==> config.mk <==
export PLATFORM = sky130hd
export DESIGN_NAME = tcp_segment_reorder_unit
export DESIGN_NICKNAME = d
export VERILOG_FILES = /design/src/sv/tsr_pkg.sv /design/src/sv/tcp_segment_reorder_unit.sv /design/src/sv/tsr_front.sv /design/src/sv/tsr_back.sv
export SDC_FILE = /design/constraint.sdc
export NUM_CORES = 2
export LEC_CHECK = 0
export ABC_AREA = 1
export BUFFER_PORTS_ARGS = -buffer_cell sky130_fd_sc_hd__clkbuf_2
export CORE_MARGIN = 2
export CORE_UTILIZATION = 30
export DETAILED_ROUTE_END_ITERATION = 12
export GPL_TIMING_DRIVEN = 0
export HOLD_SLACK_MARGIN = 0.1
export PLACE_DENSITY_LB_ADDON = 0.12
export SETUP_SLACK_MARGIN = 0.1
export SYNTH_ARGS = -nofsm -noshare
export SYNTH_HDL_FRONTEND = slang
export SYNTH_SLANG_ARGS = --single-unit
==> constraint.sdc <==
create_clock -name clk -period 24.4 [get_ports clk]
set_clock_uncertainty 0.05 [all_clocks]
set_input_delay 3.66 -clock clk [delete_from_list [all_inputs] [get_ports clk]]
set_output_delay 3.66 -clock clk [all_outputs]
set_load 0.005 [all_outputs]
==> src/sv/tsr_pkg.sv <==
// Package: shared types and constants for the TCP segment reorder unit.
`default_nettype none
package tsr_pkg;
    localparam int unsigned TableDepthDefault = 16;
    localparam logic [31:0] AgeLimitReset = 32'd30000;
    localparam int unsigned InDataW = 160;
    localparam int unsigned OutDataW = 64;

    localparam logic FuncArrival = 1'b0;
    localparam logic FuncRestart = 1'b1;
    localparam logic StatusDelivered = 1'b0;
    localparam logic StatusRejected = 1'b1;
    localparam logic [1:0] RegAgeLimit = 2'd0;

    typedef struct packed {
        logic        func;
        logic [31:0] seq_num;
        logic [15:0] seg_len;
        logic        syn_flag;
        logic [47:0] arrival_ms;
        logic [47:0] now_ms;
        logic [7:0]  seg_handle;
    } cmd_t;

    typedef struct packed {
        logic        status;
        logic [7:0]  out_handle;
        logic [31:0] out_seq;
        logic [15:0] out_len;
        logic        last;
    } res_t;
endpackage
`default_nettype wire

==> src/sv/tcp_segment_reorder_unit.sv <==
// Top level: TCP segment reorder unit with APB configuration.
//
// channel | dir | handshake              | payload
// s_axis  | in  | s_axis_tvalid/tready   | tuser=func, tdata=segment fields
// m_axis  | out | m_axis_tvalid/tready   | tuser=status, tlast=last, tdata
// apb     | in  | psel/penable/pready    | age_limit_ms at address 0
//
// An arrival runs repeated scan passes over the table until a pass matches
// no entry; each pass walks the table one entry a cycle, except while a
// delivery waits for the output register.
// Reset clears table fill and expected sequence.
// A stalled output holds the scan at the next delivery; two commands queue.
`default_nettype none
module tcp_segment_reorder_unit
#(
    parameter int unsigned TABLE_DEPTH = tsr_pkg::TableDepthDefault
)
(
    input  wire logic        clk,
    input  wire logic        rst_n,
    input  wire logic        s_axis_tvalid,
    output logic             s_axis_tready,
    // [31:0] seq_num, [47:32] seg_len, [48] syn_flag, [96:49] arrival_ms,
    // [144:97] now_ms, [152:145] seg_handle, zero fill
    input  wire logic [159:0] s_axis_tdata,
    input  wire logic        s_axis_tuser,   // [0] func
    output logic             m_axis_tvalid,
    input  wire logic        m_axis_tready,
    // [7:0] out_handle, [39:8] out_seq, [55:40] out_len, zero fill
    output logic [63:0]      m_axis_tdata,
    output logic             m_axis_tuser,   // [0] status
    output logic             m_axis_tlast,
    input  wire logic        psel,
    input  wire logic        penable,
    input  wire logic        pwrite,
    input  wire logic [1:0]  paddr,
    input  wire logic [31:0] pwdata,
    output logic [31:0]      prdata,
    output logic             pready
);
    import tsr_pkg::*;

    cmd_t        in_cmd;
    cmd_t        q_cmd;
    res_t        res;
    logic        q_valid;
    logic        q_ready;
    logic [31:0] age_limit_reg;

    assign in_cmd = '{s_axis_tuser, s_axis_tdata[31:0], s_axis_tdata[47:32],
                      s_axis_tdata[48], s_axis_tdata[96:49], s_axis_tdata[144:97],
                      s_axis_tdata[152:145]};

    assign pready = 1'b1;
    assign prdata = (paddr == RegAgeLimit) ? age_limit_reg : 32'd0;

    always_ff @(posedge clk or negedge rst_n)
    begin
        if (!rst_n)
        begin
            age_limit_reg <= AgeLimitReset;
        end
        else if (psel && penable && pwrite && paddr == RegAgeLimit)
        begin
            age_limit_reg <= pwdata;
        end
    end

    tsr_front u_front
    (
        .clk      (clk),
        .rst_n    (rst_n),
        .in_valid (s_axis_tvalid),
        .in_ready (s_axis_tready),
        .in_cmd   (in_cmd),
        .q_valid  (q_valid),
        .q_ready  (q_ready),
        .q_cmd    (q_cmd)
    );

    tsr_back #(.TABLE_DEPTH(TABLE_DEPTH)) u_back
    (
        .clk       (clk),
        .rst_n     (rst_n),
        .q_valid   (q_valid),
        .q_ready   (q_ready),
        .q_cmd     (q_cmd),
        .age_limit (age_limit_reg),
        .res_valid (m_axis_tvalid),
        .res_ready (m_axis_tready),
        .res       (res)
    );

    assign m_axis_tdata = {8'd0, res.out_len, res.out_seq, res.out_handle};
    assign m_axis_tuser = res.status;
    assign m_axis_tlast = res.last;
endmodule
`default_nettype wire

==> src/sv/tsr_front.sv <==
// Front end: accepts stream transfers into a two-entry command queue.
`default_nettype none
module tsr_front
(
    input  wire logic                  clk,
    input  wire logic                  rst_n,
    input  wire logic                  in_valid,
    output logic                       in_ready,
    input  wire tsr_pkg::cmd_t         in_cmd,
    output logic                       q_valid,
    input  wire logic                  q_ready,
    output tsr_pkg::cmd_t              q_cmd
);
    import tsr_pkg::*;

    cmd_t       buf_reg [2];
    logic       rd_ptr_reg;
    logic       wr_ptr_reg;
    logic [1:0] count_reg;

    logic push;
    logic pop;

    assign in_ready = (count_reg != 2'd2);
    assign q_valid  = (count_reg != 2'd0);
    assign q_cmd    = buf_reg[rd_ptr_reg];
    assign push     = in_valid && in_ready;
    assign pop      = q_valid && q_ready;

    always_ff @(posedge clk)
    begin
        if (push)
        begin
            buf_reg[wr_ptr_reg] <= in_cmd;
        end
    end

    always_ff @(posedge clk or negedge rst_n)
    begin
        if (!rst_n)
        begin
            rd_ptr_reg <= 1'b0;
            wr_ptr_reg <= 1'b0;
            count_reg  <= 2'd0;
        end
        else
        begin
            if (push)
            begin
                wr_ptr_reg <= ~wr_ptr_reg;
            end
            if (pop)
            begin
                rd_ptr_reg <= ~rd_ptr_reg;
            end
            count_reg <= count_reg + {1'b0, push} - {1'b0, pop};
        end
    end

    assert property (@(posedge clk) disable iff (!rst_n)
        (count_reg == 2'd2) |-> !in_ready)
        else $error("queue full but ready");
    assert property (@(posedge clk) disable iff (!rst_n)
        count_reg != 2'd3)
        else $error("queue count overflow");
    assert property (@(posedge clk) disable iff (!rst_n)
        (count_reg == 2'd0 && !push) |=> (count_reg == 2'd0))
        else $error("queue filled without a transfer");
endmodule
`default_nettype wire

==> src/sv/tsr_back.sv <==
// Back end: pending table, repeated scan passes and result register.
`default_nettype none
module tsr_back
#(
    parameter int unsigned TABLE_DEPTH = tsr_pkg::TableDepthDefault
)
(
    input  wire logic           clk,
    input  wire logic           rst_n,
    input  wire logic           q_valid,
    output logic                q_ready,
    input  wire tsr_pkg::cmd_t  q_cmd,
    input  wire logic [31:0]    age_limit,
    output logic                res_valid,
    input  wire logic           res_ready,
    output tsr_pkg::res_t       res
);
    import tsr_pkg::*;

    localparam int unsigned IdxW = (TABLE_DEPTH > 1) ? $clog2(TABLE_DEPTH) : 1;
    localparam int unsigned CntW = $clog2(TABLE_DEPTH + 1);

    typedef enum logic [2:0] {ST_IDLE, ST_REJ, ST_SCAN, ST_EMIT, ST_TAIL} state_t;

    state_t          state_reg;
    logic [CntW-1:0] n_reg;      // entries in table
    logic [CntW-1:0] i_reg;      // read index
    logic [CntW-1:0] w_reg;      // write index
    logic            moved_reg;
    logic [31:0]     exp_reg;
    logic            emitted_reg;
    logic            old_thr_ok_reg;
    logic [47:0]     old_thr_reg;
    res_t            pend_reg;    // held result, delivered or rejected, waiting to be pushed
    logic            res_valid_reg;
    res_t            res_reg;

    logic [31:0] e_seq [TABLE_DEPTH];
    logic [15:0] e_len [TABLE_DEPTH];
    logic        e_syn [TABLE_DEPTH];
    logic [47:0] e_time [TABLE_DEPTH];
    logic [7:0]  e_id [TABLE_DEPTH];

    logic [IdxW-1:0] ri;
    logic [IdxW-1:0] wi;
    logic [31:0]     exp_eff;
    logic            drop;
    logic            match;
    logic            keep;
    logic            out_free;
    logic            scan_hold;

    assign ri       = i_reg[IdxW-1:0];
    assign wi       = w_reg[IdxW-1:0];
    assign out_free = !res_valid_reg || res_ready;
    assign q_ready  = (state_reg == ST_IDLE) && out_free;
    assign res_valid = res_valid_reg;
    assign res       = res_reg;

    // a delivery that must push the held result waits for the output register
    assign scan_hold = match && (e_len[ri] != 16'd0) && emitted_reg && !out_free;

    always_comb
    begin
        exp_eff = (exp_reg == 32'd0) ? e_seq[ri] : exp_reg;
        match   = 1'b0;
        drop    = 1'b0;
        if (exp_reg == 32'd0 && e_syn[ri])
        begin
            drop = 1'b1;
        end
        else if (exp_eff == e_seq[ri])
        begin
            match = 1'b1;
            drop  = 1'b1;
        end
        else if (old_thr_ok_reg && (e_time[ri] < old_thr_reg))
        begin
            drop = 1'b1;
        end
        keep = !drop;
    end

    // table storage; compaction copies entry i down to w
    always_ff @(posedge clk)
    begin
        if (state_reg == ST_IDLE && q_valid && q_ready && q_cmd.func == FuncArrival
            && n_reg < CntW'(TABLE_DEPTH))
        begin
            e_seq[n_reg[IdxW-1:0]]  <= q_cmd.seq_num;
            e_len[n_reg[IdxW-1:0]]  <= q_cmd.seg_len;
            e_syn[n_reg[IdxW-1:0]]  <= q_cmd.syn_flag;
            e_time[n_reg[IdxW-1:0]] <= q_cmd.arrival_ms;
            e_id[n_reg[IdxW-1:0]]   <= q_cmd.seg_handle;
        end
        else if (state_reg == ST_SCAN && i_reg < n_reg && keep && !scan_hold)
        begin
            e_seq[wi]  <= e_seq[ri];
            e_len[wi]  <= e_len[ri];
            e_syn[wi]  <= e_syn[ri];
            e_time[wi] <= e_time[ri];
            e_id[wi]   <= e_id[ri];
        end
    end

    always_ff @(posedge clk or negedge rst_n)
    begin
        if (!rst_n)
        begin
            state_reg      <= ST_IDLE;
            n_reg          <= '0;
            i_reg          <= '0;
            w_reg          <= '0;
            moved_reg      <= 1'b0;
            exp_reg        <= '0;
            emitted_reg    <= 1'b0;
            old_thr_ok_reg <= 1'b0;
            old_thr_reg    <= '0;
            pend_reg       <= '0;
            res_valid_reg  <= 1'b0;
            res_reg        <= '0;
        end
        else
        begin
            if (res_valid_reg && res_ready)
            begin
                res_valid_reg <= 1'b0;
            end
            case (state_reg)
                ST_IDLE:
                begin
                    if (q_valid && q_ready)
                    begin
                        old_thr_ok_reg <= (q_cmd.now_ms > {16'd0, age_limit});
                        old_thr_reg    <= q_cmd.now_ms - {16'd0, age_limit};
                        emitted_reg    <= 1'b0;
                        i_reg          <= '0;
                        w_reg          <= '0;
                        moved_reg      <= 1'b0;
                        if (q_cmd.func == FuncRestart)
                        begin
                            exp_reg <= '0;
                            n_reg   <= '0;
                        end
                        else if (n_reg >= CntW'(TABLE_DEPTH))
                        begin
                            pend_reg <= '{StatusRejected, q_cmd.seg_handle,
                                          q_cmd.seq_num, q_cmd.seg_len, 1'b0};
                            state_reg <= ST_REJ;
                        end
                        else
                        begin
                            n_reg     <= n_reg + CntW'(1);
                            state_reg <= ST_SCAN;
                        end
                    end
                end
                ST_REJ:
                begin
                    // held back so that last can be set on the final result
                    emitted_reg <= 1'b1;
                    state_reg   <= ST_SCAN;
                end
                ST_SCAN:
                begin
                    if (i_reg < n_reg)
                    begin
                        if (!scan_hold)
                        begin
                            if (exp_reg == 32'd0 && !e_syn[ri])
                            begin
                                exp_reg <= e_seq[ri];
                            end
                            if (match)
                            begin
                                exp_reg   <= exp_eff + {16'd0, e_len[ri]};
                                moved_reg <= 1'b1;
                            end
                            if (keep)
                            begin
                                w_reg <= w_reg + CntW'(1);
                            end
                            i_reg <= i_reg + CntW'(1);
                            if (match && e_len[ri] != 16'd0)
                            begin
                                // push previous pending result, hold this one
                                if (emitted_reg)
                                begin
                                    state_reg <= ST_EMIT;
                                end
                                pend_reg <= '{StatusDelivered, e_id[ri], e_seq[ri],
                                              e_len[ri], 1'b0};
                                emitted_reg <= 1'b1;
                                if (emitted_reg)
                                begin
                                    res_reg <= pend_reg;
                                end
                            end
                        end
                    end
                    else
                    begin
                        n_reg <= w_reg;
                        i_reg <= '0;
                        w_reg <= '0;
                        moved_reg <= 1'b0;
                        if (!moved_reg)
                        begin
                            state_reg <= ST_TAIL;
                        end
                    end
                end
                ST_EMIT:
                begin
                    if (out_free)
                    begin
                        res_valid_reg <= 1'b1;
                        state_reg     <= ST_SCAN;
                    end
                end
                ST_TAIL:
                begin
                    if (!emitted_reg)
                    begin
                        state_reg <= ST_IDLE;
                    end
                    else if (out_free)
                    begin
                        res_reg       <= '{pend_reg.status, pend_reg.out_handle,
                                           pend_reg.out_seq, pend_reg.out_len, 1'b1};
                        res_valid_reg <= 1'b1;
                        state_reg     <= ST_IDLE;
                    end
                end
                default: state_reg <= ST_IDLE;
            endcase
        end
    end

    assert property (@(posedge clk) disable iff (!rst_n)
        n_reg <= CntW'(TABLE_DEPTH))
        else $error("fill count beyond depth");
    assert property (@(posedge clk) disable iff (!rst_n)
        (state_reg == ST_SCAN) |-> (w_reg <= i_reg))
        else $error("compaction write index passed read index");
    assert property (@(posedge clk) disable iff (!rst_n)
        (res_valid_reg && !res_ready) |=> res_valid_reg)
        else $error("result lost while stalled");
    assert property (@(posedge clk) disable iff (!rst_n)
        q_ready |-> (state_reg == ST_IDLE))
        else $error("command taken mid scan");
endmodule
`default_nettype wire

==> reports/qor.txt <==
Run status = complete, but fails checks
Violations in the final reports = max-capacitance violations, max-slew violations
Register-to-Register Setup Slack = 13220 ps
Sequential fraction of the synthesis area = 0.702
DRC violations left = 0
Cell type with the highest aggregate area in the netlist = sky130_fd_sc_hd__edfxtp_1
Die X = 564 um
Kind of launch point of the worst setup path = flop
Buffers on Ports = 286
Area of the mapped netlist = 94100 um2
Worst setup path class = flop to flop
Htree depth = 5
Least-Margin Pin Slew = 1520 ps
Worst hold-check path type = flop to flop
Antenna violations before repair = 20
Placement row count = 205
Grt ovf = 0
Yosys Warn Count = 0
Crit path capture = u_back.e_len[5][7]$_DFFE_PP_
Distinct cell type count after synthesis = 56
Worst-case reg-to-reg path depth = 27
Die boundary height = 564 um
Total via count in the routed design = 67200
Clock latency on the worst-skew pair = 920 ps
Leading register cell type out of synthesis = sky130_fd_sc_hd__edfxtp_1
Post-synthesis average cell area = 11.5 um2
Detail Placement HPWL = 265000 um
Seq cells post-synth = 2241
Maximum number of pins on one net before global-route repair = 98
CTS tree = done
Flip-flop count of the largest register after layout = 768
Wire length of the first global-routing pass = 510000 um
Share of the clock period used by the worst path = 0.458
Worst hold start = u_back.res[15]$_DFFE_PN0P_
DRT Pass-1 Iters = 5
Power per cell area = 121 nW/um2
Endpoint of the worst register-to-register path = u_back.e_len[5][7]$_DFFE_PP_
Via density per instance = 5.07
Max Freq = 0.0894 GHz
Worst-case clock buffer depth = 4
Starting Density = 0.302
Reg-to-Reg Start = u_back.i_reg[1]$_DFFE_PN0P_
DRT iter0 DRCs = 6443
Data arrival time at the worst-slack endpoint = 11700 ps
Final total negative setup slack = 0 ps
Final #Nets = 9202
Die Outline Area = 318000 um2
RSZ-0062 raised after global routing = false
Hold-fix buffers, CTS = 0
Total clock buffers created by CTS = 267
Final ANT Viol Nets = 0
Area share of the leading cell type in the synthesized netlist = 0.634
Leading cell type in the layout, fill and taps excluded = sky130_fd_sc_hd__edfxtp_1
Critical path startpoint = u_back.i_reg[1]$_DFFE_PN0P_
Number of flops mapped to enable cells by yosys = 1988
Synthesis-to-layout area growth = 19.4%
Most frequent cells in the layout = 1988 x sky130_fd_sc_hd__edfxtp_1, 1349 x sky130_fd_sc_hd__nand2_1, 1326 x sky130_fd_sc_hd__nor2_1, 1009 x sky130_fd_sc_hd__o21ai_0, 378 x sky130_fd_sc_hd__clkbuf_1
Cells after synthesis = 8186
Slew Viols, Final = 11
Final Routed Wirelength = 365000 um
Standard cell core area = 312000 um2
Setup Fix Bufs, Post-CTS = 0
Place WS = 13390 ps
Clock root buffer = sky130_fd_sc_hd__clkbuf_16
Maximum vdd ir drop = 0.0606 mV
Post-CTS sizing = 0
Biggest fanout along the worst timing path = 18
Post-synth ARST share = 0.113
Critical path endpoint category = flop
Total of endpoints with negative setup slack in the final report = 0
Vias in the first global route = 66600
Clock transition at the register clock pins on the worst setup and hold paths after CTS = 60 ps
Total of max-cap violations = 1
Max_slew headroom = -0.0121
Largest cells by area after synthesis = sky130_fd_sc_hd__edfxtp_1 63%, sky130_fd_sc_hd__dfrtp_1 6.5%, sky130_fd_sc_hd__o21ai_0 5.5%, sky130_fd_sc_hd__nand2_1 5.4%, sky130_fd_sc_hd__nor2_1 5.4%
Final worst path period need = 11180 ps
Wirelength per Cell = 27.6 um
Top-level I/O count = 303
RePlAce Congestion = 0.917
Final Hold Viols = 0
Worst Path Required = 24920 ps
Worst setup slack after layout = 13220 ps
Overall global routing resource usage = 0.225
Leakage = 40.8 nW
Clock Sinks = 2241
Ratio of cells with drive above 1 in the final layout = 0.118
[cell usage after synthesis (3+ instances only)]
| cell type | number |
|---|---|
| sky130_fd_sc_hd__buf_4 | 23 |
| sky130_fd_sc_hd__a31oi_1 | 96 |
| sky130_fd_sc_hd__buf_1 | 25 |
| sky130_fd_sc_hd__inv_2 | 5 |
| sky130_fd_sc_hd__edfxtp_1 | 1988 |
| sky130_fd_sc_hd__o21a_1 | 6 |
| sky130_fd_sc_hd__nor3_1 | 12 |
| sky130_fd_sc_hd__o211ai_1 | 62 |
| sky130_fd_sc_hd__nand3_2 | 3 |
| sky130_fd_sc_hd__a211oi_1 | 4 |
| sky130_fd_sc_hd__or2_2 | 18 |
| sky130_fd_sc_hd__nor4_1 | 4 |
| sky130_fd_sc_hd__buf_6 | 10 |
| sky130_fd_sc_hd__clkbuf_1 | 315 |
| sky130_fd_sc_hd__nand2_1 | 1349 |
| sky130_fd_sc_hd__ha_1 | 104 |
| sky130_fd_sc_hd__o22ai_1 | 178 |
| sky130_fd_sc_hd__nor2_2 | 4 |
| sky130_fd_sc_hd__nand3b_1 | 4 |
| sky130_fd_sc_hd__o21ai_0 | 1041 |
| sky130_fd_sc_hd__o21ai_2 | 10 |
| sky130_fd_sc_hd__dfstp_2 | 7 |
| sky130_fd_sc_hd__buf_2 | 113 |
| sky130_fd_sc_hd__a21oi_1 | 159 |
| sky130_fd_sc_hd__nor2_1 | 1344 |
| sky130_fd_sc_hd__inv_1 | 324 |
| sky130_fd_sc_hd__mux2i_1 | 26 |
| sky130_fd_sc_hd__nand3_1 | 344 |
| sky130_fd_sc_hd__dfrtp_1 | 246 |
| sky130_fd_sc_hd__xnor2_1 | 27 |
| sky130_fd_sc_hd__o21ai_1 | 62 |
| sky130_fd_sc_hd__nand4_1 | 98 |
| sky130_fd_sc_hd__o221ai_1 | 113 |
| sky130_fd_sc_hd__xor2_1 | 32 |
[critical path, cell delays in order (launching register included)]
cell and delay, ps:
sky130_fd_sc_hd__dfrtp_1 570, sky130_fd_sc_hd__inv_1 210, sky130_fd_sc_hd__buf_2 370, sky130_fd_sc_hd__buf_2 390
sky130_fd_sc_hd__clkbuf_1 580, sky130_fd_sc_hd__clkbuf_1 850, sky130_fd_sc_hd__clkbuf_1 940, sky130_fd_sc_hd__clkbuf_1 820
sky130_fd_sc_hd__o21ai_0 200, sky130_fd_sc_hd__o22ai_1 330, sky130_fd_sc_hd__nand2_1 90, sky130_fd_sc_hd__nand3_1 510
sky130_fd_sc_hd__ha_1 380, sky130_fd_sc_hd__nand2_1 80, sky130_fd_sc_hd__nor2_1 40, sky130_fd_sc_hd__nor4_1 560
sky130_fd_sc_hd__nand2_1 140, sky130_fd_sc_hd__a31oi_1 160, sky130_fd_sc_hd__nand2_1 380, sky130_fd_sc_hd__nand3_2 460
sky130_fd_sc_hd__buf_2 790, sky130_fd_sc_hd__nand2_1 130, sky130_fd_sc_hd__nand2_1 170, sky130_fd_sc_hd__nand3_1 210
sky130_fd_sc_hd__nor2_4 600, sky130_fd_sc_hd__buf_12 280, sky130_fd_sc_hd__buf_12 230, sky130_fd_sc_hd__buf_16 180
[kinds of logic (layout without fill, tap and decap cells)]
group,count (synthesis),count (layout),synth area share
AOI/OAI and AO/OA,1744,1744,0.104
adders and majority gates,106,106,0.0143
xor gates and xnor gates,59,59,0.00549
buffers and inverters,817,1718,0.0358
and+or+nand+nor,3191,3191,0.136
muxes,26,26,0.00277
DFF,2241,2241,0.702
other,2,18,0.0000798
[through the flow]
| stage | hold WS, ps | util | std cells | total power [mW] | instance area (um2) |
|---|---|---|---|---|---|
| floorplan | 392 | - | 8193 | 7.66 | 94100 |
| global placement | 405 | 0.323 | 12600 | 9.64 | 101000 |
| detailed placement | 409 | 0.332 | 12800 | 9.75 | 104000 |
| CTS | 423 | 0.359 | 13200 | 13.7 | 112000 |
| global route | 433 | 0.360 | 13200 | 14.2 | 112000 |
| finish | 421 | 0.360 | 13200 | 13.6 | 112000 |
[final cells by class]
type / instances / area [um2]
Timing Repair Buffer: 432 / 4110
Inverter: 331 / 1240
Buffer: 486 / 2130
Tap cell: 4140 / 5180
Clock inverter: 117 / 1180
Antenna cell: 9 / 22.5
Multi-Input combinational cell: 5135 / 25200
Clock buffer: 352 / 7250
Fill cell: 31000 / 200000
Sequential cell: 2241 / 66000
[how the worst min path moves through the flow]
stage                                      to  slack, ps  depth (start not counted)
3_5_place_dp   u_back.exp_reg[13]$_DFFE_PN0P_        410                          2
4_1_cts        u_back.exp_reg[13]$_DFFE_PN0P_        420                          2
5_1_grt        u_back.exp_reg[22]$_DFFE_PN0P_        430                          2
6_report           u_back.res[15]$_DFFE_PN0P_        420                          2
2_1_floorplan   u_back.exp_reg[0]$_DFFE_PN0P_        390                          2
3_3_place_gp   u_back.exp_reg[16]$_DFFE_PN0P_        410                          2
[layer usage]
metal,track usage,vias to the layer above,part of all wire
met2,0.382,2071,0.48
met5,0,-,0
met3,0.0247,537,0.049
li1,-,30600,-
met1,0.286,33900,0.41
met4,0.106,0,0.054
[power breakdown]
| group | switching (mW) | internal [mW] |
|---|---|---|
| logic | 3.25 | 1.04 |
| registers | 0.145 | 5.23 |
| clock network | 1.65 | 2.28 |
(Power assumes the default switching activity.)
